$ cat src/design/lnr_pkg.sv
// ----------------------------------------------------------------------------
// Layer normalisation row package
// Widths, constants and status types shared by the row core and its units.
// ----------------------------------------------------------------------------
`timescale 1ns / 1ps
`default_nettype none

package lnr_pkg;

  localparam int MAX_COLS = 64;
  localparam int IDX_W    = 6;
  localparam int CNT_W    = 7;
  localparam int DVD_W    = 51;
  localparam int DVS_W    = 32;
  localparam int RAD_W    = 50;
  localparam int ROOT_W   = 25;
  localparam int EPS_Q24  = 168;

  typedef struct packed {
    logic busy;
    logic done;
  } unit_status_t;

endpackage

`default_nettype wire

$ cat src/design/lnr_div.sv
// ----------------------------------------------------------------------------
// Layer normalisation restoring divider
// Unsigned divider that resolves one quotient bit per cycle.
// ----------------------------------------------------------------------------
`timescale 1ns / 1ps
`default_nettype none

module lnr_div (
  input  wire logic                      clk,
  input  wire logic                      rst,
  input  wire logic                      start,
  input  wire logic [lnr_pkg::DVD_W-1:0] dividend,
  input  wire logic [lnr_pkg::DVS_W-1:0] divisor,
  output logic [lnr_pkg::DVD_W-1:0]      quotient,
  output lnr_pkg::unit_status_t          status
);
  import lnr_pkg::*;

  logic [DVS_W-1:0] rem;
  logic [DVS_W-1:0] dvs;
  logic [5:0]       steps;
  logic [DVS_W:0]   rem_sh;
  logic [DVS_W+1:0] diff;

  assign rem_sh = {rem, quotient[DVD_W-1]};
  assign diff   = {1'b0, rem_sh} - {2'b00, dvs};

  always_ff @(posedge clk) begin
    if (rst) begin
      status <= '0;
      steps  <= '0;
    end else begin
      status.done <= 1'b0;
      if (start) begin
        quotient    <= dividend;
        dvs         <= divisor;
        rem         <= '0;
        steps       <= 6'(DVD_W);
        status.busy <= 1'b1;
      end else if (status.busy) begin
        if (!diff[DVS_W+1]) begin
          rem      <= diff[DVS_W-1:0];
          quotient <= {quotient[DVD_W-2:0], 1'b1};
        end else begin
          rem      <= rem_sh[DVS_W-1:0];
          quotient <= {quotient[DVD_W-2:0], 1'b0};
        end
        steps <= steps - 6'd1;
        if (steps == 6'd1) begin
          status.busy <= 1'b0;
          status.done <= 1'b1;
        end
      end
    end
  end

endmodule

`default_nettype wire

$ cat src/design/lnr_sqrt.sv
// ----------------------------------------------------------------------------
// Layer normalisation square root unit
// Floored integer square root, one result bit per cycle.
// ----------------------------------------------------------------------------
`timescale 1ns / 1ps
`default_nettype none

module lnr_sqrt (
  input  wire logic                      clk,
  input  wire logic                      rst,
  input  wire logic                      start,
  input  wire logic [lnr_pkg::RAD_W-1:0] radicand,
  output logic [lnr_pkg::ROOT_W-1:0]     root,
  output lnr_pkg::unit_status_t          status
);
  import lnr_pkg::*;

  logic [RAD_W-1:0]  rad;
  logic [ROOT_W+1:0] rem;
  logic [4:0]        steps;
  logic [ROOT_W+3:0] rem_sh;
  logic [ROOT_W+3:0] trial;
  logic [ROOT_W+4:0] diff;

  assign rem_sh = {rem, rad[RAD_W-1:RAD_W-2]};
  assign trial  = {2'b00, root, 2'b01};
  assign diff   = {1'b0, rem_sh} - {1'b0, trial};

  always_ff @(posedge clk) begin
    if (rst) begin
      status <= '0;
      steps  <= '0;
    end else begin
      status.done <= 1'b0;
      if (start) begin
        rad         <= radicand;
        rem         <= '0;
        root        <= '0;
        steps       <= 5'(ROOT_W);
        status.busy <= 1'b1;
      end else if (status.busy) begin
        rad <= {rad[RAD_W-3:0], 2'b00};
        if (!diff[ROOT_W+4]) begin
          rem  <= diff[ROOT_W+1:0];
          root <= {root[ROOT_W-2:0], 1'b1};
        end else begin
          rem  <= rem_sh[ROOT_W+1:0];
          root <= {root[ROOT_W-2:0], 1'b0};
        end
        steps <= steps - 5'd1;
        if (steps == 5'd1) begin
          status.busy <= 1'b0;
          status.done <= 1'b1;
        end
      end
    end
  end

endmodule

`default_nettype wire

$ cat src/design/layer_norm_row_core.sv
// ----------------------------------------------------------------------------
// Layer normalisation row core
// Stores a row of Q4.12 samples, then emits each sample normalised by the
// row mean and standard deviation, using one shared multiplier, a shared
// divider and a square root unit under a sequencer.
//
//   Channel  Handshake            Payload
//   in       in_valid, in_stall   sample, row_end
//   out      out_valid, out_stall normalized, final_res
//
// Loading accepts one sample per cycle while in_stall is low. At the row
// close, a squares pass over the stored samples runs, then the variance
// divide and the root; each result is then formed by the 51-step divider.
// in_stall is high from the row close until the last result transfer; a
// stalled result holds the sequencer. Reset is synchronous and clears the
// count and running total; the sample store needs no clearing.
// ----------------------------------------------------------------------------
`timescale 1ns / 1ps
`default_nettype none

module layer_norm_row_core (
  input  wire logic               clk,
  input  wire logic               rst,
  input  wire logic               in_valid,
  output logic                    in_stall,
  input  wire logic signed [15:0] sample,
  input  wire logic               row_end,
  output logic                    out_valid,
  input  wire logic               out_stall,
  output logic signed [15:0]      normalized,
  output logic                    final_res
);
  import lnr_pkg::*;

  typedef enum logic [4:0] {
    S_IDLE, S_SQ_RD, S_SQ_NX, S_SQ_E, S_SQ_MUL, S_SQ_ACC, S_NN, S_NNN,
    S_VDIV, S_VWAIT, S_ROOT, S_RWAIT, S_DEN, S_DEN2, S_NM_RD, S_NM_NX,
    S_NM_E, S_NM_DIV, S_NM_WAIT, S_EMIT
  } state_t;

  state_t state;

  logic signed [15:0] mem [MAX_COLS];
  logic signed [15:0] rd_data;
  logic [CNT_W-1:0]   cnt;
  logic [IDX_W-1:0]   idx;
  logic signed [21:0] total;
  logic signed [24:0] e;
  logic [50:0]        sq;
  logic [31:0]        den;
  logic signed [51:0] prod;
  logic signed [25:0] mul_a;
  logic signed [25:0] mul_b;
  logic [23:0]        e_abs;
  logic [24:0]        e_next;
  logic               in_xfer;
  logic               idx_last;
  logic               div_start;
  logic               root_start;
  logic [DVD_W-1:0]   div_dvd;
  logic [DVS_W-1:0]   div_dvs;
  logic [DVD_W-1:0]   div_quo;
  logic [ROOT_W-1:0]  sd;
  logic [33:0]        var_eps;
  unit_status_t       div_st;
  unit_status_t       root_st;

  assign in_stall = (state != S_IDLE);
  assign in_xfer  = in_valid && !in_stall;
  assign idx_last = ({1'b0, idx} == (cnt - 7'd1));
  assign e_next   = prod[24:0] - {{3{total[21]}}, total};
  assign e_abs    = e[24] ? 24'(-e) : e[23:0];
  assign var_eps  = {1'b0, div_quo[32:0]} + 34'(EPS_Q24);

  always_comb begin
    mul_a = '0;
    mul_b = '0;
    case (state)
      S_SQ_NX, S_NM_NX: begin
        mul_a = $signed({19'b0, cnt});
        mul_b = {{10{rd_data[15]}}, rd_data};
      end
      S_SQ_MUL: begin
        mul_a = {e[24], e};
        mul_b = {e[24], e};
      end
      S_NN: begin
        mul_a = $signed({19'b0, cnt});
        mul_b = $signed({19'b0, cnt});
      end
      S_NNN: begin
        mul_a = prod[25:0];
        mul_b = $signed({19'b0, cnt});
      end
      S_DEN: begin
        mul_a = $signed({19'b0, cnt});
        mul_b = $signed({1'b0, sd});
      end
      default: begin
        mul_a = '0;
        mul_b = '0;
      end
    endcase
  end

  always_comb begin
    div_start = 1'b0;
    div_dvd   = '0;
    div_dvs   = '0;
    case (state)
      S_VDIV: begin
        div_start = 1'b1;
        div_dvd   = sq;
        div_dvs   = prod[31:0];
      end
      S_NM_DIV: begin
        div_start = 1'b1;
        div_dvd   = {7'b0, e_abs, 20'b0} + {20'b0, den[31:1]};
        div_dvs   = den;
      end
      default: begin
        div_start = 1'b0;
      end
    endcase
  end

  assign root_start = (state == S_ROOT);

  lnr_div u_div (
    .clk      (clk),
    .rst      (rst),
    .start    (div_start),
    .dividend (div_dvd),
    .divisor  (div_dvs),
    .quotient (div_quo),
    .status   (div_st)
  );

  lnr_sqrt u_sqrt (
    .clk      (clk),
    .rst      (rst),
    .start    (root_start),
    .radicand ({var_eps, 16'b0}),
    .root     (sd),
    .status   (root_st)
  );

  always_ff @(posedge clk) begin
    if (in_xfer) begin
      mem[cnt[IDX_W-1:0]] <= sample;
    end
    rd_data <= mem[idx];
    prod    <= mul_a * mul_b;
  end

  always_ff @(posedge clk) begin
    if (rst) begin
      state     <= S_IDLE;
      cnt       <= '0;
      total     <= '0;
      idx       <= '0;
      out_valid <= 1'b0;
    end else begin
      case (state)
        S_IDLE: begin
          if (in_xfer) begin
            cnt   <= cnt + 7'd1;
            total <= total + 22'(sample);
            if (row_end || cnt == 7'(MAX_COLS - 1)) begin
              idx   <= '0;
              sq    <= '0;
              state <= S_SQ_RD;
            end
          end
        end
        S_SQ_RD:  state <= S_SQ_NX;
        S_SQ_NX:  state <= S_SQ_E;
        S_SQ_E: begin
          e     <= e_next;
          state <= S_SQ_MUL;
        end
        S_SQ_MUL: state <= S_SQ_ACC;
        S_SQ_ACC: begin
          sq <= sq + prod[50:0];
          if (idx_last) begin
            state <= S_NN;
          end else begin
            idx   <= idx + 6'd1;
            state <= S_SQ_RD;
          end
        end
        S_NN:     state <= S_NNN;
        S_NNN:    state <= S_VDIV;
        S_VDIV:   state <= S_VWAIT;
        S_VWAIT: begin
          if (div_st.done) begin
            state <= S_ROOT;
          end
        end
        S_ROOT:   state <= S_RWAIT;
        S_RWAIT: begin
          if (root_st.done) begin
            state <= S_DEN;
          end
        end
        S_DEN:    state <= S_DEN2;
        S_DEN2: begin
          den   <= prod[31:0];
          idx   <= '0;
          state <= S_NM_RD;
        end
        S_NM_RD:  state <= S_NM_NX;
        S_NM_NX:  state <= S_NM_E;
        S_NM_E: begin
          e     <= e_next;
          state <= S_NM_DIV;
        end
        S_NM_DIV: state <= S_NM_WAIT;
        S_NM_WAIT: begin
          if (div_st.done) begin
            if (!e[24]) begin
              normalized <= (div_quo > 51'd32767) ? 16'sd32767 : $signed(div_quo[15:0]);
            end else begin
              normalized <= (div_quo >= 51'd32768) ? -16'sd32768
                                                   : $signed(16'(-div_quo[15:0]));
            end
            final_res <= idx_last;
            out_valid <= 1'b1;
            state     <= S_EMIT;
          end
        end
        S_EMIT: begin
          if (!out_stall) begin
            out_valid <= 1'b0;
            if (final_res) begin
              cnt   <= '0;
              total <= '0;
              state <= S_IDLE;
            end else begin
              idx   <= idx + 6'd1;
              state <= S_NM_RD;
            end
          end
        end
        default: state <= S_IDLE;
      endcase
    end
  end

endmodule

`default_nettype wire

$ cat config.mk
export PLATFORM = sky130hd
export DESIGN_NAME = layer_norm_row_core
export DESIGN_NICKNAME = d
export VERILOG_FILES = /design/src/design/lnr_pkg.sv /design/src/design/lnr_div.sv /design/src/design/lnr_sqrt.sv /design/src/design/layer_norm_row_core.sv
export SDC_FILE = /design/constraint.sdc
export NUM_CORES = 2
export LEC_CHECK = 0
export ABC_AREA = 1
export BUFFER_PORTS_ARGS = -buffer_cell sky130_fd_sc_hd__buf_4
export CORE_MARGIN = 2
export CORE_UTILIZATION = 50
export DETAILED_ROUTE_END_ITERATION = 7
export GPL_TIMING_DRIVEN = 0
export PLACE_DENSITY = 0.65
export SETUP_SLACK_MARGIN = 0.2
export SYNTH_ARGS = -nofsm -noshare
export SYNTH_HDL_FRONTEND = slang
export SYNTH_SLANG_ARGS = --single-unit
export TNS_END_PERCENT = 50
$ cat constraint.sdc
create_clock -name clk -period 11.9 [get_ports clk]
set_clock_uncertainty 0.2 [all_clocks]
set_input_delay 1.19 -clock clk [delete_from_list [all_inputs] [get_ports clk]]
set_output_delay 1.19 -clock clk [all_outputs]
set_load 0.01 [all_outputs]
==> flow_summary.yaml <==
run_status:
  status: "finished with violations"
  violations: "DRC, capacitance limit, slew limit"
hold_path:
  hp-class: "reg -> reg"
sta:
  rsz0062_at_grt: "no"
  slew_viol_final: 14
  setup_violations: 0
  max_clock_freq_mhz: 100.5
  slew_headroom: -0.09365
  worst_pin_slew_ns: 1.623
  tns_ns: 0
  fin_crit_sh: 0.8364
  period_minus_slack_ns: 9.953
  hold_violations: 0
grt:
  grt_pass1_vias: 72706
  antenna_found_initial: 24
  busiest_layer: "met1"
  grt_max_degree: 72
  grt-ovfl-total: 0
  gr-usage-all-layers: 0.3607
  grtUsageMet2: 0.5117
  grt_first_pass_wirelength_um: 497900
  use_met1: 0.5186
  use_met3: 0.1145
synthesis:
  synth_top_family_by_area: "adder cells"
  synth_xor_area_frac: 0.01637
  postSynthAreaPerCell_um2: 9.719
  syn_nets: 10682
  syn-cell-area_um2: 93630
  synth.area.top_cells: "edfxtp_1, fa_1, nand2_1, inv_1, nor2_1"
  synth_cell_type_count: 66
  synth-main-ff-cell: "edfxtp_1"
  synthSimpleGateAreaFrac: 0.1473
  synth_adder_area_share: 0.1939
  synth.mux.area_fraction: 0
  synth_cells: 9634
  yosysSeqAreaShare: 0.4593
  synth_top_area_share: 0.4330
  ys_warn_count: 0
  synth_compound_area_frac: 0.1109
  synth_area_leader_cell: "edfxtp_1"
  synth_seq_cells: 1473
  synthArstFlopShare: 0
  synth_edf_count: 1350
power:
  vdd_drop_max_uv: 143.8
  power_density_nw_per_um2: 166.5
  p_int_mw: 10.35
  clockPowerShare: 0.294
  pwr-share-comb: 0.346
  seqPwrFrac: 0.360
  p_switching_mw: 6.943
  p_sw_frac: 0.4015
  power.leakage_nw: 41.48
setup_path:
  worstSetupStartpointType: "register"
  critical_path_arrival_ns: 10.47
  criticalPathCategory: "reg -> reg"
  critPathMaxStageDelay_ns: 1.03
  cp-end-kind: "register"
  cp_slowest_cell: "fa_1"
  cpLargestDelayFamily: "adder cells"
  critPathMaxFanout: 10
  path_buf_inv: 8
  cp_data_required_time_ns: 12.41
cts:
  cts_buffers: 158
  cts-resized-gates: 0
  clk_pin_slew_worst_paths_ns: 0.06
  cts-root-buf: "clkbuf_16"
  cts_buffer_depth: 3
  cts_hold_buffers: 0
  cts_sinks: 1473
  htreeDepth: 4
  cts_tree: "yes"
  post-cts-setup-buffers: 0
  clk_latency_ns: 0.85
routing:
  wl_per_cell_um: 27.78
  ant_nets: 0
  vias: 75764
  via_per_inst: 6.050
  drc: 11
  drt_wl_total_um: 347900
  firstDrtPassIters: 8
  drt_iter0_drc: 10528
placement:
  hpwl_um: 269100
  gp_congestion: 1.036
  postPlaceCellArea_um2: 98550
  portBuffers: 38
die:
  dieHeight_um: 436.7
  start_util: 0.5038
  die_area_um2: 190700
  die_w_um: 436.7
  core-area_um2: 185800
  rows: 158
  ios: 40
cells_and_area:
  syn_to_final_growth_pct: 10.92
  nets: 10954
  final_area_um2: 103900
  drive_gt1_frac: 0.06178
flow_run:
  max_cap_violations: 4
path summary, 6_finish.rpt:
kind / from / end / slack, ns / cells past startpoint
worst max-delay path: state[4]$_SDFFE_PP0P_ / prod[46]$_DFF_P_ / 1.95 / 28
worst min-delay path: u_sqrt.steps[1]$_SDFFE_PP0P_ / u_sqrt.steps[1]$_SDFFE_PP0P_ / 0.28 / 2
worst max register to register: state[4]$_SDFFE_PP0P_ / prod[46]$_DFF_P_ / 1.95 / 28
worst min register to register: u_sqrt.steps[1]$_SDFFE_PP0P_ / u_sqrt.steps[1]$_SDFFE_PP0P_ / 0.28 / 2
layout make-up:
| type | instances | area [µm²] |
|---|---|---|
| fill | 16511 | 81980 |
| multi-input combinational | 6399 | 44110 |
| sequential | 1473 | 43000 |
| inverter | 1379 | 5186 |
| clock buffer | 193 | 4156 |
| tap | 2480 | 3103 |
| buffer | 383 | 1578 |
| timing repair buffer | 112 | 1572 |
| clock inverter | 96 | 1129 |
| antenna | 8 | 20.02 |
cells in the mapped netlist (70+ instances only):
cell      number
nand2_1     1546
edfxtp_1    1350
inv_1       1347
nor2_1      1261
o21ai_0      859
fa_1         707
a21oi_1      424
ha_1         320
nand3_1      304
clkbuf_1     269
o22ai_1      167
dfxtp_1      123
xor2_1       115
o221ai_1     108
nand4_1      107
buf_2         85
o211ai_1      70
registers in the layout (all words and copies together) (netlist names), 7 cells and up:
signal / cells
u_div.dvs: 32
u_sqrt.root: 25
e: 25
cnt: 7
u_sqrt.rem: 27
sq: 51
u_div.quotient: 51
u_sqrt.rad: 34
den: 32
rd_data: 16
u_div.rem: 32
normalized: 16
mem: 1024
total: 22
prod: 51
worst reg2reg max path: cells and delay by family, from the launching register on:
kind,cells,cell delay (ns)
xor+xnor,1,0.13
fa+ha+maj,7,4.22
compound gates,5,1.51
flops,1,0.29
buf+inv,8,1.85
simple gates,7,1.61
kinds of logic after synthesis:
family,after synthesis
simple gates,3379
fa+ha+maj,1027
flops,1473
compound gates,1818
buf+inv,1762
xor+xnor,175
stage by stage:
stage | std cells | setup WS [ns] | hold slack, ns | util | total power, mW
after floorplan | 9634 | 4.654 | 0.2342 | - | 9.519
after global placement | 12152 | 1.692 | 0.2695 | 0.5221 | 11.90
after detailed placement | 12226 | 2.032 | 0.2787 | 0.5303 | 11.99
after CTS | 12515 | 1.972 | 0.2851 | 0.5587 | 16.99
after global routing | 12515 | 1.610 | 0.3158 | 0.5587 | 17.78
final | 12523 | 1.947 | 0.2814 | 0.5589 | 17.29
power groups by stage:
stage / Combinational (mW) / Sequential (mW) / Clock [mW]
after CTS: 5.68 / 6.22 / 5.08
final: 5.98 / 6.23 / 5.08
after global placement: 5.54 / 6.36 / 0
after floorplan: 3.29 / 6.23 / 0
after detailed placement: 5.65 / 6.33 / 0
after global routing: 6.28 / 6.24 / 5.26
metal layers:
metal,up-vias,share of wire
met5,-,0.00023
met4,12,0.042
met3,820,0.14
met2,4925,0.42
met1,37312,0.40
li1,32695,-
cells in the final DEF (no fill, tap or decap), drive strengths merged, types with 7 or more instances in the layout:
cell type and instances:
clkbuf 462, nor2 1275, o22ai 167, nand3 309
a21boi 12, a22o 7, xnor2 60, o211ai 71
bufinv 15, a31oi 28, nor3 70, fa 707
dfxtp 123, diode 8, a21o 32, nand2 1557
o21ai 882, ha 320, or2 19, clkinv 69
buf 226, o21a 23, xor2 115, nand3b 9
a21oi 435, inv 1385, o221ai 108, edfxtp 1350
o21bai 26, nand4 109, nor4 19
No activity file was read; power rests on OpenSTA's default activity.
